--- src/rtl/websocket_frame_deframer_defines.svh ---
// ----------------------------------------------------------------------------
// WebSocket deframer assertion macros
// Concurrent assertion wrappers; empty when SYNTHESIS is defined.
// ----------------------------------------------------------------------------
`ifndef WEBSOCKET_FRAME_DEFRAMER_DEFINES_SVH
`define WEBSOCKET_FRAME_DEFRAMER_DEFINES_SVH

`ifndef SYNTHESIS
`define WSD_ASSERT(lbl, clk, rstn, prop, msg) \
  lbl: assert property (@(posedge clk) disable iff (!rstn) prop) else $error(msg);
`define WSD_ASSERT_NR(lbl, clk, prop, msg) \
  lbl: assert property (@(posedge clk) prop) else $error(msg);
`else
`define WSD_ASSERT(lbl, clk, rstn, prop, msg)
`define WSD_ASSERT_NR(lbl, clk, prop, msg)
`endif

`endif

--- src/rtl/wsd_pkg.sv ---
// ----------------------------------------------------------------------------
// WebSocket deframer package
// Parser states, header constants and the parsed-item record.
// ----------------------------------------------------------------------------
package wsd_pkg;

  typedef enum logic [2:0] {
    ST_FLAGS = 3'd0,
    ST_LEN   = 3'd1,
    ST_EXT   = 3'd2,
    ST_KEY   = 3'd3,
    ST_DATA  = 3'd4
  } wsd_state_e;

  localparam logic [6:0] LEN_CODE_16  = 7'd126;
  localparam logic [6:0] LEN_CODE_64  = 7'd127;
  localparam logic [3:0] EXT_BYTES_16 = 4'd2;
  localparam logic [3:0] EXT_BYTES_64 = 4'd8;
  localparam logic [2:0] KEY_BYTES    = 3'd4;

  typedef struct packed {
    logic [7:0] data;
    logic [7:0] key;
    logic [7:0] flags;
    logic       last;
    logic       empty;
  } wsd_entry_t;

endpackage

--- src/rtl/wsd_if.sv ---
// ----------------------------------------------------------------------------
// WebSocket deframer channels
// Receive byte channel and deframed result channel.
// ----------------------------------------------------------------------------
interface wsd_rx_if;
  logic       valid;
  logic       ready;
  logic [7:0] rx_byte;

  modport source (output valid, output rx_byte, input ready);
  modport sink   (input valid, input rx_byte, output ready);
endinterface

interface wsd_tx_if;
  logic       valid;
  logic       ready;
  logic [7:0] payload_byte;
  logic [7:0] frame_flags;
  logic       last_of_frame;
  logic       empty_frame;

  modport source (output valid, output payload_byte, output frame_flags,
                  output last_of_frame, output empty_frame, input ready);
  modport sink   (input valid, input payload_byte, input frame_flags,
                  input last_of_frame, input empty_frame, output ready);
endinterface

--- src/rtl/wsd_front.sv ---
// ----------------------------------------------------------------------------
// WebSocket deframer header parser
// Accepts stream bytes, tracks the frame header and classifies payload bytes.
// ----------------------------------------------------------------------------
`include "websocket_frame_deframer_defines.svh"

module wsd_front
  import wsd_pkg::*;
(
  input  logic       clk_i,
  input  logic       rst_ni,
  input  logic       in_valid_i,
  output logic       in_ready_o,
  input  logic [7:0] in_byte_i,
  output logic       push_o,
  input  logic       push_ready_i,
  output wsd_entry_t push_entry_o
);

  wsd_state_e  state_q, state_d;
  logic [7:0]  flags_q;
  logic [63:0] remain_q;
  logic [3:0]  ext_left_q;
  logic        masked_q;
  logic [31:0] key_q;
  logic [2:0]  key_left_q;
  logic [1:0]  pos_q;

  logic        acc;
  logic [6:0]  len_code;
  logic        len_is_ext;
  logic [63:0] len_ext;
  logic        ext_done;
  logic        key_done;
  logic        data_last;
  logic [7:0]  key_sel;

  assign in_ready_o = push_ready_i;
  assign acc        = in_valid_i && push_ready_i;
  assign len_code   = in_byte_i[6:0];
  assign len_is_ext = (len_code == LEN_CODE_16) || (len_code == LEN_CODE_64);
  assign len_ext    = {remain_q[55:0], in_byte_i};
  assign ext_done   = (ext_left_q <= 4'd1);
  assign key_done   = (key_left_q <= 3'd1);
  assign data_last  = (remain_q == 64'd1);

  always_comb begin
    case (pos_q)
      2'd0:    key_sel = key_q[31:24];
      2'd1:    key_sel = key_q[23:16];
      2'd2:    key_sel = key_q[15:8];
      default: key_sel = key_q[7:0];
    endcase
  end

  always_comb begin
    state_d = state_q;
    if (acc) begin
      unique case (state_q)
        ST_FLAGS: state_d = ST_LEN;
        ST_LEN: begin
          if (len_is_ext) state_d = ST_EXT;
          else if (in_byte_i[7]) state_d = ST_KEY;
          else if (len_code == 7'd0) state_d = ST_FLAGS;
          else state_d = ST_DATA;
        end
        ST_EXT: begin
          if (ext_done) begin
            if (masked_q) state_d = ST_KEY;
            else if (len_ext == 64'd0) state_d = ST_FLAGS;
            else state_d = ST_DATA;
          end
        end
        ST_KEY: begin
          if (key_done) state_d = (remain_q == 64'd0) ? ST_FLAGS : ST_DATA;
        end
        ST_DATA: begin
          if (data_last) state_d = ST_FLAGS;
        end
        default: state_d = ST_LEN;
      endcase
    end
  end

  always_comb begin
    push_o             = 1'b0;
    push_entry_o       = '0;
    push_entry_o.flags = flags_q;
    unique case (state_q)
      ST_LEN: begin
        if (acc && !len_is_ext && !in_byte_i[7] && len_code == 7'd0) begin
          push_o             = 1'b1;
          push_entry_o.last  = 1'b1;
          push_entry_o.empty = 1'b1;
        end
      end
      ST_EXT: begin
        if (acc && ext_done && !masked_q && len_ext == 64'd0) begin
          push_o             = 1'b1;
          push_entry_o.last  = 1'b1;
          push_entry_o.empty = 1'b1;
        end
      end
      ST_KEY: begin
        if (acc && key_done && remain_q == 64'd0) begin
          push_o             = 1'b1;
          push_entry_o.last  = 1'b1;
          push_entry_o.empty = 1'b1;
        end
      end
      ST_DATA: begin
        push_o            = acc;
        push_entry_o.data = in_byte_i;
        push_entry_o.key  = masked_q ? key_sel : 8'd0;
        push_entry_o.last = data_last;
      end
      default: push_o = 1'b0;
    endcase
  end

  always_ff @(posedge clk_i or negedge rst_ni) begin
    if (!rst_ni) begin
      state_q <= ST_FLAGS;
    end else begin
      state_q <= state_d;
    end
  end

  always_ff @(posedge clk_i or negedge rst_ni) begin
    if (!rst_ni) begin
      flags_q    <= '0;
      remain_q   <= '0;
      ext_left_q <= '0;
      masked_q   <= 1'b0;
      key_q      <= '0;
      key_left_q <= '0;
      pos_q      <= '0;
    end else if (acc) begin
      case (state_q)
        ST_LEN: begin
          masked_q   <= in_byte_i[7];
          remain_q   <= len_is_ext ? 64'd0 : {57'd0, len_code};
          ext_left_q <= (len_code == LEN_CODE_64) ? EXT_BYTES_64 : EXT_BYTES_16;
          key_q      <= '0;
          key_left_q <= KEY_BYTES;
          pos_q      <= '0;
        end
        ST_EXT: begin
          remain_q   <= len_ext;
          ext_left_q <= ext_left_q - 4'd1;
        end
        ST_KEY: begin
          key_q      <= {key_q[23:0], in_byte_i};
          key_left_q <= key_left_q - 3'd1;
        end
        ST_DATA: begin
          remain_q <= remain_q - 64'd1;
          pos_q    <= pos_q + 2'd1;
        end
        default: flags_q <= in_byte_i;
      endcase
    end
  end

  `WSD_ASSERT(a_empty_is_last, clk_i, rst_ni, push_o && push_entry_o.empty |-> push_entry_o.last && push_entry_o.data == 8'd0, "empty frame result must be last and carry zero")
  `WSD_ASSERT_NR(a_data_len_nonzero, clk_i, state_q == ST_DATA |-> remain_q != 64'd0, "payload phase with no bytes left")
  `WSD_ASSERT(a_last_ends_frame, clk_i, rst_ni, push_o && push_entry_o.last |=> state_q == ST_FLAGS, "frame end must return to header start")

endmodule

--- src/rtl/wsd_queue.sv ---
// ----------------------------------------------------------------------------
// WebSocket deframer item queue
// Short FIFO between the header parser and the output stage.
// ----------------------------------------------------------------------------
module wsd_queue
  import wsd_pkg::*;
#(
  parameter int unsigned DEPTH = 4
) (
  input  logic       clk_i,
  input  logic       rst_ni,
  input  logic       push_i,
  output logic       push_ready_o,
  input  wsd_entry_t push_entry_i,
  output logic       pop_valid_o,
  input  logic       pop_ready_i,
  output wsd_entry_t pop_entry_o
);

  localparam int unsigned PTR_W = (DEPTH > 1) ? $clog2(DEPTH) : 1;
  localparam int unsigned CNT_W = $clog2(DEPTH + 1);
  localparam logic [PTR_W-1:0] PTR_LAST = PTR_W'(DEPTH - 1);
  localparam logic [CNT_W-1:0] CNT_FULL = CNT_W'(DEPTH);

  wsd_entry_t       store_q [DEPTH];
  logic [PTR_W-1:0] wr_ptr_q, rd_ptr_q;
  logic [CNT_W-1:0] count_q;
  logic             do_push, do_pop;

  assign push_ready_o = (count_q != CNT_FULL);
  assign pop_valid_o  = (count_q != '0);
  assign pop_entry_o  = store_q[rd_ptr_q];
  assign do_push      = push_i && push_ready_o;
  assign do_pop       = pop_valid_o && pop_ready_i;

  always_ff @(posedge clk_i) begin
    if (do_push) begin
      store_q[wr_ptr_q] <= push_entry_i;
    end
  end

  always_ff @(posedge clk_i or negedge rst_ni) begin
    if (!rst_ni) begin
      wr_ptr_q <= '0;
      rd_ptr_q <= '0;
      count_q  <= '0;
    end else begin
      if (do_push) wr_ptr_q <= (wr_ptr_q == PTR_LAST) ? '0 : wr_ptr_q + PTR_W'(1);
      if (do_pop) rd_ptr_q <= (rd_ptr_q == PTR_LAST) ? '0 : rd_ptr_q + PTR_W'(1);
      if (do_push && !do_pop) count_q <= count_q + CNT_W'(1);
      else if (do_pop && !do_push) count_q <= count_q - CNT_W'(1);
    end
  end

endmodule

--- src/rtl/wsd_back.sv ---
// ----------------------------------------------------------------------------
// WebSocket deframer output stage
// Unmasks queued payload bytes into the result register.
// ----------------------------------------------------------------------------
module wsd_back
  import wsd_pkg::*;
(
  input  logic       clk_i,
  input  logic       rst_ni,
  input  logic       pop_valid_i,
  output logic       pop_ready_o,
  input  wsd_entry_t pop_entry_i,
  wsd_tx_if.source   tx_o
);

  logic       valid_q;
  logic [7:0] byte_q;
  logic [7:0] flags_q;
  logic       last_q;
  logic       empty_q;
  logic       take;

  assign take        = !valid_q || tx_o.ready;
  assign pop_ready_o = take;

  always_ff @(posedge clk_i or negedge rst_ni) begin
    if (!rst_ni) begin
      valid_q <= 1'b0;
    end else if (take) begin
      valid_q <= pop_valid_i;
    end
  end

  always_ff @(posedge clk_i) begin
    if (take && pop_valid_i) begin
      byte_q  <= pop_entry_i.data ^ pop_entry_i.key;
      flags_q <= pop_entry_i.flags;
      last_q  <= pop_entry_i.last;
      empty_q <= pop_entry_i.empty;
    end
  end

  assign tx_o.valid         = valid_q;
  assign tx_o.payload_byte  = byte_q;
  assign tx_o.frame_flags   = flags_q;
  assign tx_o.last_of_frame = last_q;
  assign tx_o.empty_frame   = empty_q;

endmodule

--- src/rtl/websocket_frame_deframer.sv ---
// Path: a payload byte, or the empty-frame mark, passes from the parser into the
//   parser-to-output queue and then into the output register before it is valid.
// Throughput: one received byte per cycle while the queue has room; only an empty frame's header gives a result.
//   Input ready follows the free space of the parser-to-output queue.
// Reset: asynchronous; parser returns to the frame start, queue and output
//   register empty. No clearing pass.
// ----------------------------------------------------------------------------
// WebSocket frame deframer
// Parses frame headers and emits unmasked payload bytes with frame flags.
// ----------------------------------------------------------------------------
module websocket_frame_deframer
  import wsd_pkg::*;
#(
  parameter int unsigned QUEUE_DEPTH = 4
) (
  input  logic     clk_i,
  input  logic     rst_ni,
  wsd_rx_if.sink   rx_i,
  wsd_tx_if.source tx_o
);

  logic       push;
  logic       push_ready;
  wsd_entry_t push_entry;
  logic       pop_valid;
  logic       pop_ready;
  wsd_entry_t pop_entry;

  wsd_front u_front (
    .clk_i        (clk_i),
    .rst_ni       (rst_ni),
    .in_valid_i   (rx_i.valid),
    .in_ready_o   (rx_i.ready),
    .in_byte_i    (rx_i.rx_byte),
    .push_o       (push),
    .push_ready_i (push_ready),
    .push_entry_o (push_entry)
  );

  wsd_queue #(
    .DEPTH (QUEUE_DEPTH)
  ) u_queue (
    .clk_i        (clk_i),
    .rst_ni       (rst_ni),
    .push_i       (push),
    .push_ready_o (push_ready),
    .push_entry_i (push_entry),
    .pop_valid_o  (pop_valid),
    .pop_ready_i  (pop_ready),
    .pop_entry_o  (pop_entry)
  );

  wsd_back u_back (
    .clk_i       (clk_i),
    .rst_ni      (rst_ni),
    .pop_valid_i (pop_valid),
    .pop_ready_o (pop_ready),
    .pop_entry_i (pop_entry),
    .tx_o        (tx_o)
  );

endmodule
--- src/flat_wrapper.sv ---
// flat-port wrapper written by rule: the top's interface ports become plain ports
module websocket_frame_deframer_flat import wsd_pkg::*;
#(
  parameter int unsigned QUEUE_DEPTH = 4
)
  (clk_i, rst_ni, rx_i_valid, rx_i_rx_byte, rx_i_ready, tx_o_valid, tx_o_payload_byte, tx_o_frame_flags, tx_o_last_of_frame, tx_o_empty_frame, tx_o_ready);
  wsd_rx_if rx_i_i ();
  wsd_tx_if tx_o_i ();
  input  logic clk_i;
  input  logic rst_ni;
  input wire logic [$bits(rx_i_i.valid)-1:0] rx_i_valid;
  input wire logic [$bits(rx_i_i.rx_byte)-1:0] rx_i_rx_byte;
  output wire logic [$bits(rx_i_i.ready)-1:0] rx_i_ready;
  output wire logic [$bits(tx_o_i.valid)-1:0] tx_o_valid;
  output wire logic [$bits(tx_o_i.payload_byte)-1:0] tx_o_payload_byte;
  output wire logic [$bits(tx_o_i.frame_flags)-1:0] tx_o_frame_flags;
  output wire logic [$bits(tx_o_i.last_of_frame)-1:0] tx_o_last_of_frame;
  output wire logic [$bits(tx_o_i.empty_frame)-1:0] tx_o_empty_frame;
  input wire logic [$bits(tx_o_i.ready)-1:0] tx_o_ready;
  assign rx_i_i.valid = rx_i_valid;
  assign rx_i_i.rx_byte = rx_i_rx_byte;
  assign rx_i_ready = rx_i_i.ready;
  assign tx_o_valid = tx_o_i.valid;
  assign tx_o_payload_byte = tx_o_i.payload_byte;
  assign tx_o_frame_flags = tx_o_i.frame_flags;
  assign tx_o_last_of_frame = tx_o_i.last_of_frame;
  assign tx_o_empty_frame = tx_o_i.empty_frame;
  assign tx_o_i.ready = tx_o_ready;
  websocket_frame_deframer #(.QUEUE_DEPTH(QUEUE_DEPTH)) u_core (.clk_i(clk_i), .rst_ni(rst_ni), .rx_i(rx_i_i), .tx_o(tx_o_i));
endmodule
--- config.mk ---
export PLATFORM = sky130hd
export DESIGN_NAME = websocket_frame_deframer_flat
export DESIGN_NICKNAME = d
export VERILOG_FILES = /design/src/rtl/wsd_pkg.sv /design/src/rtl/wsd_if.sv /design/src/rtl/wsd_front.sv /design/src/rtl/wsd_queue.sv /design/src/rtl/wsd_back.sv /design/src/rtl/websocket_frame_deframer.sv /design/src/flat_wrapper.sv
export VERILOG_INCLUDE_DIRS = /design/src /design/src/rtl
export SDC_FILE = /design/constraint.sdc
export NUM_CORES = 1
export LEC_CHECK = 0
export BUFFER_PORTS_ARGS = -buffer_cell sky130_fd_sc_hd__buf_2
export CORE_AREA = 2 2 156 158
export CTS_BUF_LIST = sky130_fd_sc_hd__clkbuf_16
export DETAILED_ROUTE_END_ITERATION = 12
export DIE_AREA = 0 0 158 160
export PLACE_DENSITY = 0.68
export SLEW_MARGIN = 20
export SYNTH_ARGS = -nofsm -noshare
export SYNTH_HDL_FRONTEND = slang
export SYNTH_HIERARCHICAL = 1
export SYNTH_SLANG_ARGS = --single-unit
--- constraint.sdc ---
create_clock -name clk_i -period 3.75 [get_ports clk_i]
set_clock_uncertainty 0.15 [all_clocks]
set_input_delay 0.9375 -clock clk_i [delete_from_list [all_inputs] [get_ports clk_i]]
set_output_delay 0.9375 -clock clk_i [all_outputs]
set_load 0.02 [all_outputs]
Word-level counts from Yosys, hierarchy flattened
Memories as Yosys holds them, arrays and structs flattened.
Cells that the tools add are included.
Storage, ports and cells
  input port bits: 12
  memories kept: 1
  memory bits (writable): 104
  output and inout port bits: 20
  word-level logic and storage cells: 118
  register bits after elaboration: 143
Cells by class
  equal/unequal tests: 15
  add/sub/neg operators: 8
  magnitude comparators: 2
  reduce and logical (&&, ||, !) cells: 39
  mux-type cells: 35
  bitwise operators: 2
Memories
  u_core.u_queue.store_q: depth 4, width 26, rd ports 1, clocked after Yosys merged registers in 0, write ports 1, RTL line wsd_queue.sv:25  | wsd_entry_t store_q [DEPTH];
Operator list (number)
  $pmux W64 S3: 1
  $logic_not A64 Y1: 2
  $eq A64 B1 Y1 const B: 1
  $pmux W32 S2: 1
  $sub A64 B1 Y64 const B: 1
  $mux W3: 11
  $pmux W8 S3: 1
  $mux W16: 1
  $eq A7 B7 Y1 const B: 2
  $logic_and A1 B1 Y1: 13
  $pmux W3 S4: 1
  $reduce_and A2 Y1: 6
  $mux W2: 5
  $mux W8: 1
  $pmux W1 S4: 2
  $pmux W4 S2: 1
  $reduce_bool A2 Y1: 4
  $xor A8 B8 Y8: 1
  $logic_not A7 Y1: 1
  $mux W7: 1
  $add A2 B1 Y2 const B: 3
  $eq A2 B2 Y1 const B: 3
  $eq A3 B2 Y1 const B: 2
  $logic_not A1 Y1: 6
  other kinds (21): 30

Depth between registers and ports, before layout
Gate-level depths: netlist of the first run.
  depth after elaboration: 13
  gate-level depth with buffers: 15

Cells and area by module
The synthesis of the first run kept the hierarchy.
Modules (own cells, without submodules)
  wsd_front: area an instance 6796.5 µm², instances 1, cells each 784
  wsd_queue: area an instance 4189.0 µm², instances 1, cells each 172
  wsd_back: area an instance 664.4 µm², instances 1, cells each 30

Worst setup path before layout of the first run
No wires, ideal clock.
  kind: reg-to-reg
  from: register u_core.u_front.remain_q[0]
  to: register u_core.u_queue.count_q[2]
  clock period less this slack: 3.716 ns
  setup slack: 0.034 ns
  buffers on the path: 0
  stages on the path, launching flop included: 16
  required time: 3.521 ns
  setup time: 0.079 ns
  arrival: 3.486 ns
  path through: dfrtp_1 > inv_1 > ha_1 > nor3b_2 > nand2_1 > or4_1 > or2_1 > o21ai_1 > a22o_1 > and2_4 > ha_1 > inv_1 > fa_1 > xor2_1 > nor2_1 > xor2_1
On the way
  longest elaborated chain between the ends: 8
Ends and longest elaborated chain
  start, declared: RTL line wsd_front.sv:22  | logic [63:0] remain_q;
  start signal, assigned: RTL line wsd_front.sv:142  | remain_q <= len_is_ext ? 64'd0 : {57'd0, len_code};
  start signal, assigned: RTL line wsd_front.sv:149  | remain_q <= len_ext;
  start signal, assigned: RTL line wsd_front.sv:157  | remain_q <= remain_q - 64'd1;
  $logic_not A64 Y1, on equally long branches: RTL line wsd_front.sv:105, wsd_front.sv:98
  $logic_and A1 B1 Y1, on equally long branches: RTL line wsd_front.sv:105, wsd_front.sv:98
  $mux W1, on equally long branches: RTL line wsd_front.sv:105, wsd_front.sv:98
  $pmux W1 S4 *: RTL line wsd_front.sv:89  | unique case (state_q)
  named net u_core.push: RTL line websocket_frame_deframer.sv:22  | logic push;
  $logic_and A1 B1 Y1 *: RTL line wsd_queue.sv:33  | assign do_push = push_i && push_ready_o;
  named net u_core.u_queue.do_push: RTL line wsd_queue.sv:28  | logic do_push, do_pop;
  $logic_not A1 Y1: RTL line wsd_queue.sv:51  | else if (do_pop && !do_push) count_q <= count_q - CNT_W'(1);
  $logic_and A1 B1 Y1: RTL line wsd_queue.sv:51
  $reduce_bool A2 Y1 (no source line)
  end signal, assigned: RTL line wsd_queue.sv:50  | if (do_push && !do_pop) count_q <= count_q + CNT_W'(1);
  end signal, assigned: RTL line wsd_queue.sv:51
  end, declared: RTL line wsd_queue.sv:27  | logic [CNT_W-1:0] count_q;
Mark *: on every way through the listed nets, which the timed path passes. The rest lies on a longest branch.
A chain may end at the register's enable or synchronous reset.

Worst setup path in the final report of the first run
  from: register u_core.u_front.remain_q[57]
  to: register u_core.u_queue.count_q[2]
On the way
  longest elaborated chain between the ends: 8
Ends and longest elaborated chain
  $logic_not A64 Y1 *: RTL line wsd_front.sv:105  | if (acc && key_done && remain_q == 64'd0) begin
  $logic_and A1 B1 Y1 *: RTL line wsd_front.sv:105
  $mux W1 *: RTL line wsd_front.sv:105
  $pmux W1 S4 *: RTL line wsd_front.sv:89
  named net u_core.push: RTL line websocket_frame_deframer.sv:22
  $logic_and A1 B1 Y1 *: RTL line wsd_queue.sv:33
  named net u_core.u_queue.do_push: RTL line wsd_queue.sv:28
  $logic_not A1 Y1: RTL line wsd_queue.sv:51
  $logic_and A1 B1 Y1: RTL line wsd_queue.sv:51
  $reduce_bool A2 Y1 (no source line)
Marks and branches as above.

==> results of run 1 <==
## layout make-up
class | instances | area share [%]
clock inverter | 21 | 1.832
multi-input combinational | 665 | 34.18
timing repair buffer | 108 | 5.967
sequential | 247 | 49.99
inverter | 16 | 0.4420
tap | 324 | 2.983
clock buffer | 25 | 4.604
## layer usage
layer  part of all wire, %  vias to the layer above  routed length (um)  track usage, %
li1                      -                     3968                   -               -
met1                    43                     4280               12350           32.34
met2                    48                      345               13830           37.02
met3                   6.8                       52                1963           3.609
met4                   2.3                        0                 672           6.388
met5                     0                        -                   0               0
## where the power goes
part / total [mW] / internal (mW) / switching, mW
clock network: 2.63 / 1.53 / 1.10
registers: 3.80 / 3.43 / 0.366
logic: 2.54 / 1.08 / 1.46
total: 8.97 / 6.04 / 2.93
## repair_timing
item	4_1_cts	5_1_grt
resized for setup	0	11
setup buffers	0	6
setup endpoints to repair	0	2
## cells by family after synthesis
group / after synthesis / synth area share [%]
muxes: 45 / 6.874
AOI/OAI and AO/OA: 268 / 15.24
buffers and inverters: 74 / 2.556
adders and majority gates: 17 / 1.890
DFF: 247 / 58.30
xor gates and xnor gates: 13 / 0.9773
and+or+nand+nor: 322 / 14.17
## worst min path at each step
| stage | startpoint | to | slack, ns | cells after the start |
|---|---|---|---|---|
| floorplan | u_core/u_queue/count_q[2]$_DFFE_PN0P_ | u_core/u_queue/count_q[2]$_DFFE_PN0P_ | 0.30 | 1 |
| global placement | u_core/u_queue/count_q[2]$_DFFE_PN0P_ | u_core/u_queue/count_q[2]$_DFFE_PN0P_ | 0.32 | 1 |
| detailed placement | u_core/u_queue/count_q[2]$_DFFE_PN0P_ | u_core/u_queue/count_q[2]$_DFFE_PN0P_ | 0.32 | 1 |
| CTS | rst_ni | u_core/u_front/key_q[30]$_DFFE_PN0P_ | 0.21 | 1 |
| global route | rst_ni | u_core/u_front/key_q[22]$_DFFE_PN0P_ | 0.23 | 1 |
| finish | rst_ni | u_core/u_front/key_q[22]$_DFFE_PN0P_ | 0.20 | 1 |
## worst max-delay path: stages (launching register included)
cell	delay, ns
dfrtp_1	0.40
or4_1	0.58
nor4_2	0.28
nand4_1	0.21
or3_4	0.39
o21ai_1	0.14
a22o_1	0.19
and2_4	0.18
ha_1	0.18
inv_1	0.06
fa_1	0.37
xor2_1	0.17
nor2_1	0.11
xor2_1	0.15
## sequential cells by signal, indices dropped and copies added, names as in the netlist, 3 cells and up
name,cells
u_core/u_queue/count_q,3
u_core/u_front/state_q,3
u_core/u_back/tx_o.payload_byte,8
u_core/u_front/flags_q,8
u_core/u_front/remain_q,64
u_core/u_front/key_q,32
u_core/u_front/key_left_q,3
u_core/u_queue/store_q,104
u_core/u_back/tx_o.frame_flags,8
u_core/u_front/ext_left_q,4
## stage by stage
step | TNS, ns | setup slack (ns)
2_1_floorplan | 0 | 0.03447
3_3_place_gp | 0 | 0.1166
3_5_place_dp | 0 | 0.07648
4_1_cts | 0 | 0.06318
5_1_grt | -0.05446 | -0.05446
6_report | 0 | 0.1334
## placed cells by master (no fill, tap or decap), types with 4 or more instances in the layout
cell / Yosys / layout
a21oi_1: 51 / 51
a222oi_1: 8 / 8
a22o_1: 34 / 34
a22oi_1: 14 / 14
a31oi_1: 5 / 5
a32oi_1: 14 / 14
and2_1: 15 / 15
and3_2: 4 / 4
buf_12: 0 / 6
buf_2: 4 / 30
buf_4: 4 / 72
bufinv_16: 0 / 4
clkbuf_16: 0 / 25
dfrtp_1: 125 / 124
edfxtp_1: 122 / 122
ha_1: 16 / 15
inv_1: 16 / 18
mux2_2: 12 / 12
mux2i_1: 5 / 5
mux4_2: 26 / 26
nand2_1: 81 / 80
nand2b_1: 4 / 4
nand3_1: 21 / 21
nand4_1: 11 / 11
nor2_1: 84 / 82
nor3_1: 26 / 26
nor4_1: 26 / 22
nor4_2: 3 / 6
o211ai_1: 9 / 9
o21ai_0: 85 / 85
o21ai_1: 6 / 6
o22ai_1: 7 / 7
o2bb2ai_1: 4 / 4
o311ai_0: 8 / 8
or3_1: 10 / 9
or4_1: 11 / 8
xor2_1: 11 / 11
==> reports/results.tsv, run 1 <==
stage	metric	value	unit
floorplanning	rows	57	
power	vdd_ir_drop_max	0.4894	mV
cells_and_area	fin_util	57.04	%
synthesis	ys_types	67	
sta	finalHoldViolations	0	
synthesis	synthCells	986	
clock_network	htree_levels	1	
cells_and_area	area_delta_synth_final	16.64	%
placed_design	portBuffers	31	
floorplanning	dieArea	0.02528	mm^2
worst_setup_path	r2r-end	u_core/u_queue/count_q[2]$_DFFE_PN0P_	
routing	routedWlPerCell	20.49	um
routing	drt_iter0_drc	799	
sta	drv_slew	0	
placed_design	placed_cells	1354	
cells_and_area	fillCellCount	1973	
worst_setup_path	setup.worst_path.end	u_core/u_queue/count_q[2]$_DFFE_PN0P_	
worst_setup_path	crit_type	reg -> reg	
global_routing	grt_start_max_net_pins	63	
synthesis	syn_area_per_cell	11.82	um^2
placed_design	placed_area	0.01261	mm^2
worst_hold_path	hp-class	in -> async	
clock_network	ctsHoldBuffers	0	
placed_design	gp_congestion	0.8848	
sta	fmax	0.2765	GHz
clock_network	numCtsBuffers	25	
cells_and_area	drive_above_1_share	20.43	%
global_routing	antenna_found_initial	1	
synthesis	syn_nets	1015	
worst_setup_path	cp-end-kind	flop	
flow_run	cap_viol_max_count	0	
routing	ant_nets	0	
clock_network	clk_pin_slew_worst_paths	0.07	ns
global_routing	grt_pass1_vias	8458	
sta	worst_slew_pin_slew	0.8436	ns
power	cellLeakagePower	5.204	nW
global_routing	track_usage	22.89	%
floorplanning	pin_count	32	
routing	drcViolationCount	0	
routing	drtPass1Iterations	7	
synthesis	synth_top_area_share	31.45	%
routing	viasPerCell	6.149	
sta	timing.hold.ws	0.2017	ns
worst_setup_path	worst-r2r-setup-slack	0.13	ns
power	power.density	659.9	mW/mm^2
worst_setup_path	reg2reg_depth	13	
worst_setup_path	timing.rr.start	u_core/u_front/remain_q[57]$_DFFE_PN0P_	
worst_setup_path	worstPathRequired	4.07	ns
cells_and_area	final_cell_area	0.01359	mm^2
placed_design	dpl.hpwl	18330	um
clock_network	clockBufferDepth	3	
floorplanning	fp.dieW	158	um
sta	setup_viol	0	
clock_network	cts_tree	built	
floorplanning	start_util	48.91	%
synthesis	ys_seq_elements	247	
floorplanning	core_area	0.02382	mm^2
status	status	finished clean	
worst_setup_path	crit_start	u_core/u_front/remain_q[57]$_DFFE_PN0P_	
routing	via_count	8645	
synthesis	synth-async-reset-ratio	50.61	%
global_routing	grt-ovfl-total	0	
cells_and_area	regArea	0.006793	mm^2
clock_network	clockRootBuffer	clkbuf_16	
clock_network	cts.sinks	247	
synthesis	synth.most_common_cell	dfrtp_1	
power	power.total	8.967	mW
worst_setup_path	arrival	3.93	ns
synthesis	synthTopCellsByCount	dfrtp_1, edfxtp_1, o21ai_0, nor2_1, nand2_1	
sta	timing.final.crit_period	3.617	ns
worst_setup_path	critPathLaunchType	flop	
synthesis	yosys-top-cells-area	edfxtp_1, dfrtp_1, mux4_2, o21ai_0, nor2_1	
routing	postRouteWirelength	28810	um
clock_network	worst_skew_pair.late_latency	0.54	ns
cells_and_area	insertedDiodeCount	0	
synthesis	netlist_area	0.01165	mm^2
synthesis	ys.flop_type	dfrtp_1	
synthesis	synth-edff-count	122	
sta	fin_crit_sh	96.44	%
sta	slew_headroom	43.62	%
worst_setup_path	crit_path_max_fanout	4	
floorplanning	die_y	160	um
synthesis	synth_warnings	6	
cells_and_area	final_cells	1406	
global_routing	grt_pass1_wl	45750	um
cells_and_area	multi_input_area	0.004644	mm^2
cells_and_area	nets	1092	
synthesis	synth_area_leader_cell	edfxtp_1	
synthesis	yosysSeqAreaShare	58.30	%
No activity file was read; power rests on OpenSTA's default activity.
==> run 2, diff against run 1 <==
CELL_PAD_IN_SITES_DETAIL_PLACEMENT = 0   (was not set)
CELL_PAD_IN_SITES_GLOBAL_PLACEMENT = 2   (was not set)
CORE_AREA = 2 2 176 178   (was 2 2 156 158)
DIE_AREA = 0 0 178 180   (was 0 0 158 160)
PLACE_DENSITY = not set   (was 0.68)
PLACE_DENSITY_LB_ADDON = 0.1   (was not set)
==> run 2 against run 1 <==
Against the previous run:
- via count down 0.52%
- first-iteration DRC count down 21%
- critical path depth up 1
- fmax up 0.48%
- worst setup slack better by 0.017 ns
- core utilization down 11 points
- cell area up 1.4%
- register-to-register slack better by 0.02 ns
- hold slack worse by 0.053 ns
- largest cell class unchanged
==> reports/results.tsv, run 2 (synthesized netlist as in run 1, its figures left out) <==
stage	metric	value	unit	change
sta	drv_slew	0		unchanged
cells_and_area	largest_reg_flops	104		unchanged
placed_design	placed_cells	1446		+6.8%
clock_network	ctsHoldBuffers	0		unchanged
cells_and_area	final_cell_mix	dfrtp_1, edfxtp_1, buf_4, o21ai_0, nor2_1		
cells_and_area	final_cells	1497		+6.5%
floorplanning	core_area	0.03019	mm^2	+27%
floorplanning	rows	64		+12%
worst_hold_path	hp-class	in -> async		
floorplanning	start_util	38.59	%	-10 points
sta	worst_slew_pin_slew	1.078	ns	+0.2340 ns
clock_network	numCtsBuffers	28		+12%
worst_setup_path	arrival	3.94	ns	about the same
global_routing	grt_start_max_net_pins	66		+4.8%
worst_setup_path	crit_type	reg -> reg		
routing	ant_nets	0		unchanged
worst_setup_path	setup.worst_path.end	u_core/u_queue/count_q[2]$_DFFE_PN0P_		
worst_setup_path	reg2reg_depth	14		+1
cells_and_area	reg_top3	u_core/u_queue/store_q (104), u_core/u_front/remain_q (64), u_core/u_front/key_q (32)		
worst_setup_path	r2r-end	u_core/u_queue/count_q[2]$_DFFE_PN0P_		
routing	drt_iter0_drc	632		-21%
clock_network	clk_pin_slew_worst_paths	0.06	ns	about the same
placed_design	gp_congestion	0.8078		-8.7%
power	power.density	655.3	mW/mm^2	-0.71%
routing	routedWlPerCell	21.88	um	+6.8%
cells_and_area	insertedDiodeCount	0		unchanged
flow_run	cap_viol_max_count	0		unchanged
clock_network	worst_skew_pair.late_latency	0.56	ns	+0.02 ns
routing	drcViolationCount	0		unchanged
sta	timing.final.crit_period	3.599	ns	-0.01721 ns
clock_network	clockBufferDepth	3		unchanged
placed_design	portBuffers	31		unchanged
cells_and_area	drive_above_1_share	21.16	%	+0.74 points
sta	finalHoldViolations	0		unchanged
sta	fmax	0.2778	GHz	+0.48%
global_routing	track_usage	20.73	%	-2.2 points
clock_network	htree_levels	1		unchanged
sta	setup_viol	0		unchanged
global_routing	grt-ovfl-total	0		unchanged
sta	slew_headroom	27.99	%	-16 points
floorplanning	dieArea	0.03204	mm^2	+27%
routing	postRouteWirelength	32760	um	+14%
routing	via_count	8600		-0.52%
status	status	finished clean		
power	share_comb_of_total_power	29.6	%	+1.3 points
power	pwr-share-seq	41.6	%	-0.7 points
worst_setup_path	timing.rr.start	u_core/u_front/remain_q[15]$_DFFE_PN0P_		
global_routing	grt_pass1_vias	8763		+3.6%
clock_network	cts.sinks	247		unchanged
sta	grt_setup_unrepaired	yes		
cells_and_area	fin_util	45.64	%	-11 points
cells_and_area	nets	1110		+1.6%
clock_network	clockRootBuffer	clkbuf_16		
routing	drtPass1Iterations	8		+1
floorplanning	die_y	180	um	+13%
floorplanning	fp.dieW	178	um	+13%
worst_setup_path	cp-end-kind	flop		
power	p_clk_share	28.9	%	-0.4 points
cells_and_area	layout_commonest_cell	dfrtp_1		
clock_network	cts_tree	built		
routing	viasPerCell	5.745		-6.6%
worst_setup_path	critPathLaunchType	flop		
worst_setup_path	worst-r2r-setup-slack	0.15	ns	+0.02 ns
placed_design	dpl.hpwl	21700	um	+18%
sta	fin_crit_sh	95.98	%	-0.46 points
global_routing	antenna_found_initial	0		-1
cells_and_area	area_delta_synth_final	18.28	%	
power	vdd_ir_drop_max	0.3387	mV	-31%
worst_setup_path	worstPathRequired	4.09	ns	+0.02 ns
worst_setup_path	crit_path_max_fanout	5		+1
floorplanning	pin_count	32		unchanged
power	p_switching	2.973	mW	+1.4%
power	cellLeakagePower	5.302	nW	+1.9%
global_routing	grt_pass1_wl	51630	um	+13%
worst_setup_path	crit_start	u_core/u_front/remain_q[15]$_DFFE_PN0P_		
power	p_int	6.057	mW	+0.33%
cells_and_area	top_register	u_core/u_queue/store_q		
power	p_sw_share	32.92	%	+0.24 points
==> run 2: layout make-up <==
| class | instances | area [um^2] |
|---|---|---|
| clock inverters | 22 | 173.9 |
| repair buffers | 123 | 927.1 |
| inverters | 16 | 60.06 |
| flip-flops and latches | 247 | 6793 |
| fillers | 2792 | 16410 |
| multi-input cells | 665 | 4629 |
| well taps | 396 | 495.5 |
| clock buffers | 28 | 700.7 |
==> run 2: critical path, stage by stage (launching register included) <==
cell     delay [ns]
dfrtp_1        0.39
nor4_2         0.27
buf_4          0.17
nand4_1        0.19
or4_4          0.59
or2_1          0.26
o21ai_1        0.13
a22o_1         0.25
and2_4         0.20
ha_4           0.14
inv_2          0.04
fa_2           0.34
xor2_1         0.14
nor2_1         0.12
xor2_1         0.14
==> run 2: how the worst min path moves through the flow <==
stage,to,slack [ns],cells after the start
6_report,u_core/u_front/remain_q[20]$_DFFE_PN0P_,0.15,1
5_1_grt,u_core/u_front/remain_q[20]$_DFFE_PN0P_,0.17,1
4_1_cts,u_core/u_front/remain_q[22]$_DFFE_PN0P_,0.15,1
3_5_place_dp,u_core/u_queue/count_q[2]$_DFFE_PN0P_,0.32,1
3_3_place_gp,u_core/u_queue/count_q[2]$_DFFE_PN0P_,0.32,1
2_1_floorplan,u_core/u_queue/count_q[2]$_DFFE_PN0P_,0.30,1
==> run 2: stage by stage <==
stage / hold slack (ns) / worst slack (ns) / TNS [ns] / total power [mW] / instance area (um^2)
2_1_floorplan: 0.2973 / 0.03447 / 0 / 5.389 / 11650
3_3_place_gp: 0.3215 / 0.01812 / 0 / 6.460 / 12850
3_5_place_dp: 0.3234 / 0.08060 / 0 / 6.472 / 12850
4_1_cts: 0.1539 / 0.05356 / 0 / 9.120 / 13730
5_1_grt: 0.1660 / -0.03476 / -0.03476 / 9.535 / 13780
6_report: 0.1491 / 0.1506 / 0 / 9.030 / 13780
==> run 2: power groups by stage <==
stage               Combinational, mW  Clock [mW]  Sequential, mW
floorplan                        1.55           0            3.84
global placement                 2.67           0            3.79
detailed placement               2.66           0            3.81
CTS                              2.67        2.69            3.76
global route                     2.92        2.78            3.83
finish                           2.67        2.61            3.75
==> run 2: per-layer routing <==
layer  GRT usage, %  vias up  wire, um
li1               -     3991         -
met1          28.95     4359     14690
met2          34.51      206     16080
met3          2.348       44      1305
met4          5.016        0       683
met5              0        -         0
==> run 2: timing repair <==
item | CTS | global route
gates resized for setup | 0 | 10
endpoints found under the setup margin | 0 | 2
setup buffers | 0 | 1
==> run 3, diff against run 2 <==
clock period = 3.1 ns   (was 3.75 ns; I/O delays follow)
==> run 3 against run 2 <==
Against the previous run:
- the flow now finishes with violations (setup timing)
- sequential cell count unchanged
- worst setup slack got worse by 0.49 ns
- power up 26%
- largest cell class unchanged
- hold slack lost 0.073 ns
- global-route usage up 0.73 points
- critical path depth did not move
- sequential power up 20%
- cell area is 6.4% higher
==> reports/results.tsv, run 3 (synthesized netlist as in run 1, its figures left out) <==
stage	metric	value	unit	change
status	status	finished with violations		
status	violations	setup timing		
cells_and_area	fillCellCount	2736		-2.0%
clock_network	worst_skew_pair.late_latency	0.54	ns	-0.02 ns
clock_network	clk_pin_slew_worst_paths	0.06	ns	about the same
global_routing	grt-ovfl-total	0		unchanged
placed_design	gp_congestion	0.7909		-2.1%
routing	viasPerCell	5.606		-2.4%
clock_network	cts_tree	built		
worst_setup_path	worstPathRequired	3.40	ns	-0.69 ns
worst_setup_path	arrival	3.74	ns	-0.20 ns
routing	drcViolationCount	0		unchanged
cells_and_area	final_cell_mix	buf_4, dfrtp_1, edfxtp_1, o21ai_0, nor2_1		
flow_run	cap_viol_max_count	0		unchanged
routing	ant_nets	0		unchanged
worst_setup_path	cp-end-kind	flop		
placed_design	dpl.hpwl	22970	um	+5.9%
clock_network	numCtsBuffers	28		unchanged
global_routing	track_usage	21.46	%	+0.73 points
floorplanning	fp.dieW	178	um	unchanged
worst_setup_path	crit_type	reg -> reg		
power	vdd_ir_drop_max	0.3817	mV	+13%
clock_network	ctsHoldBuffers	0		unchanged
sta	finalHoldViolations	0		unchanged
routing	postRouteWirelength	34170	um	+4.3%
floorplanning	die_y	180	um	unchanged
worst_setup_path	crit_path_max_fanout	3		-2
cells_and_area	drive_above_1_share	28.43	%	+7.3 points
routing	drtPass1Iterations	6		-2
sta	slew_headroom	50.51	%	+23 points
worst_hold_path	hp-class	in -> async		
sta	finalSetupTns	-0.7147	ns	-0.7147 ns
sta	fmax	0.2909	GHz	+4.7%
sta	timing.hold.ws	0.07615	ns	-0.07295 ns
cells_and_area	reg_top3	u_core/u_queue/store_q (104), u_core/u_front/remain_q (64), u_core/u_front/key_q (32)		
global_routing	grt_pass1_vias	9105		+3.9%
routing	routedWlPerCell	21.45	um	-2.0%
sta	setup_viol	20		+20
cells_and_area	area_delta_synth_final	25.88	%	
cells_and_area	layout_commonest_cell	buf_4		
sta	drv_slew	0		unchanged
global_routing	grt_start_max_net_pins	66		unchanged
power	cellLeakagePower	5.792	nW	+9.2%
clock_network	clockRootBuffer	clkbuf_16		
global_routing	antenna_found_initial	0		unchanged
cells_and_area	top_register	u_core/u_queue/store_q		
placed_design	portBuffers	31		unchanged
sta	timing.final.crit_period	3.438	ns	-0.1617 ns
floorplanning	start_util	38.59	%	unchanged
sta	setup_ws	-0.3377	ns	-0.4883 ns
clock_network	clockBufferDepth	3		unchanged
floorplanning	dieArea	0.03204	mm^2	unchanged
floorplanning	rows	64		unchanged
clock_network	cts.sinks	247		unchanged
worst_setup_path	worst-r2r-setup-slack	-0.34	ns	-0.49 ns
clock_network	htree_levels	1		unchanged
worst_setup_path	critPathLaunchType	flop		
routing	drt_iter0_drc	616		-2.5%
sta	grt_setup_unrepaired	yes		
floorplanning	pin_count	32		unchanged
cells_and_area	largest_reg_flops	104		unchanged
cells_and_area	nets	1203		+8.4%
power	power.density	774.9	mW/mm^2	+18%
routing	via_count	8930		+3.8%
sta	worst_slew_pin_slew	0.7423	ns	-0.3353 ns
sta	fin_crit_sh	110.9	%	+15 points
global_routing	grt_pass1_wl	53650	um	+3.9%
floorplanning	core_area	0.03019	mm^2	unchanged
run 3: where the power goes:
group          switching [mW]  internal [mW]
Sequential              0.343           4.15
Combinational            2.05           1.66
Clock                    1.37           1.79
Total                    3.76           7.60
run 3: worst max-delay path: stages (launching register included):
cell and delay (ns):
dfrtp_1 0.39, nor4_2 0.31, buf_4 0.16, nand4_1 0.16, or4_4 0.48, or2_4 0.27, o21ai_1 0.11, a22o_1 0.22
and2_4 0.18, ha_4 0.12, inv_2 0.03, fa_2 0.34, xor2_1 0.14, nor2_1 0.11, xor2_1 0.17
run 3: final timing paths:
| path | startpoint | endpoint | depth (start not counted) |
|---|---|---|---|
| max | u_core/u_front/remain_q[15]$_DFFE_PN0P_ | u_core/u_queue/count_q[2]$_DFFE_PN0P_ | 14 |
| min | rst_ni | u_core/u_front/remain_q[15]$_DFFE_PN0P_ | 1 |
| max reg2reg | u_core/u_front/remain_q[15]$_DFFE_PN0P_ | u_core/u_queue/count_q[2]$_DFFE_PN0P_ | 14 |
| min reg2reg | u_core/u_queue/count_q[2]$_DFFE_PN0P_ | u_core/u_queue/count_q[2]$_DFFE_PN0P_ | 1 |
| max in group asynchronous | rst_ni | u_core/u_front/flags_q[3]$_DFFE_PN0P_ | 2 |
| min in group clk_i | u_core/u_queue/count_q[2]$_DFFE_PN0P_ | u_core/u_queue/count_q[2]$_DFFE_PN0P_ | 1 |
run 3: layer usage:
layer  up-vias  track usage [%]  part of all wire, %
met5         -                0                    0
met4         0            4.951                  1.8
met3        53            2.411                  3.6
met2       199            36.57                   50
met1      4483            29.33                   45
li1       4195                -                    -
run 3: final cells by class:
class,instances,area [um^2],share of cell area (%)
antenna,1,2.502,0.01706
clock buffer,29,725.7,4.948
clock inverter,23,155.1,1.058
inverter,16,60.06,0.4095
multi-input combinational,665,4695,32.01
sequential,247,6793,46.32
tap,396,495.5,3.379
timing repair buffer,216,1739,11.86
run 3: metrics by stage:
step	worst slack (ns)	util, %	cells	area, um^2	total power [mW]
2_1_floorplan	-0.4092	-	986	11700	6.556
4_1_cts	-0.3903	48.08	1587	14510	11.34
3_5_place_dp	-0.5282	44.58	1519	13460	8.128
5_1_grt	-0.4857	48.57	1592	14660	11.98
3_3_place_gp	-0.4748	44.58	1519	13460	8.097
6_report	-0.3377	48.58	1593	14670	11.36
run 3: what timing repair did:
item                                    in CTS  in global routing
pin swaps                                   11                  6
gates cloned                                 0                  6
setup buffers                               16                  5
endpoints found under the setup margin     108                109
resized for setup                           13                 10
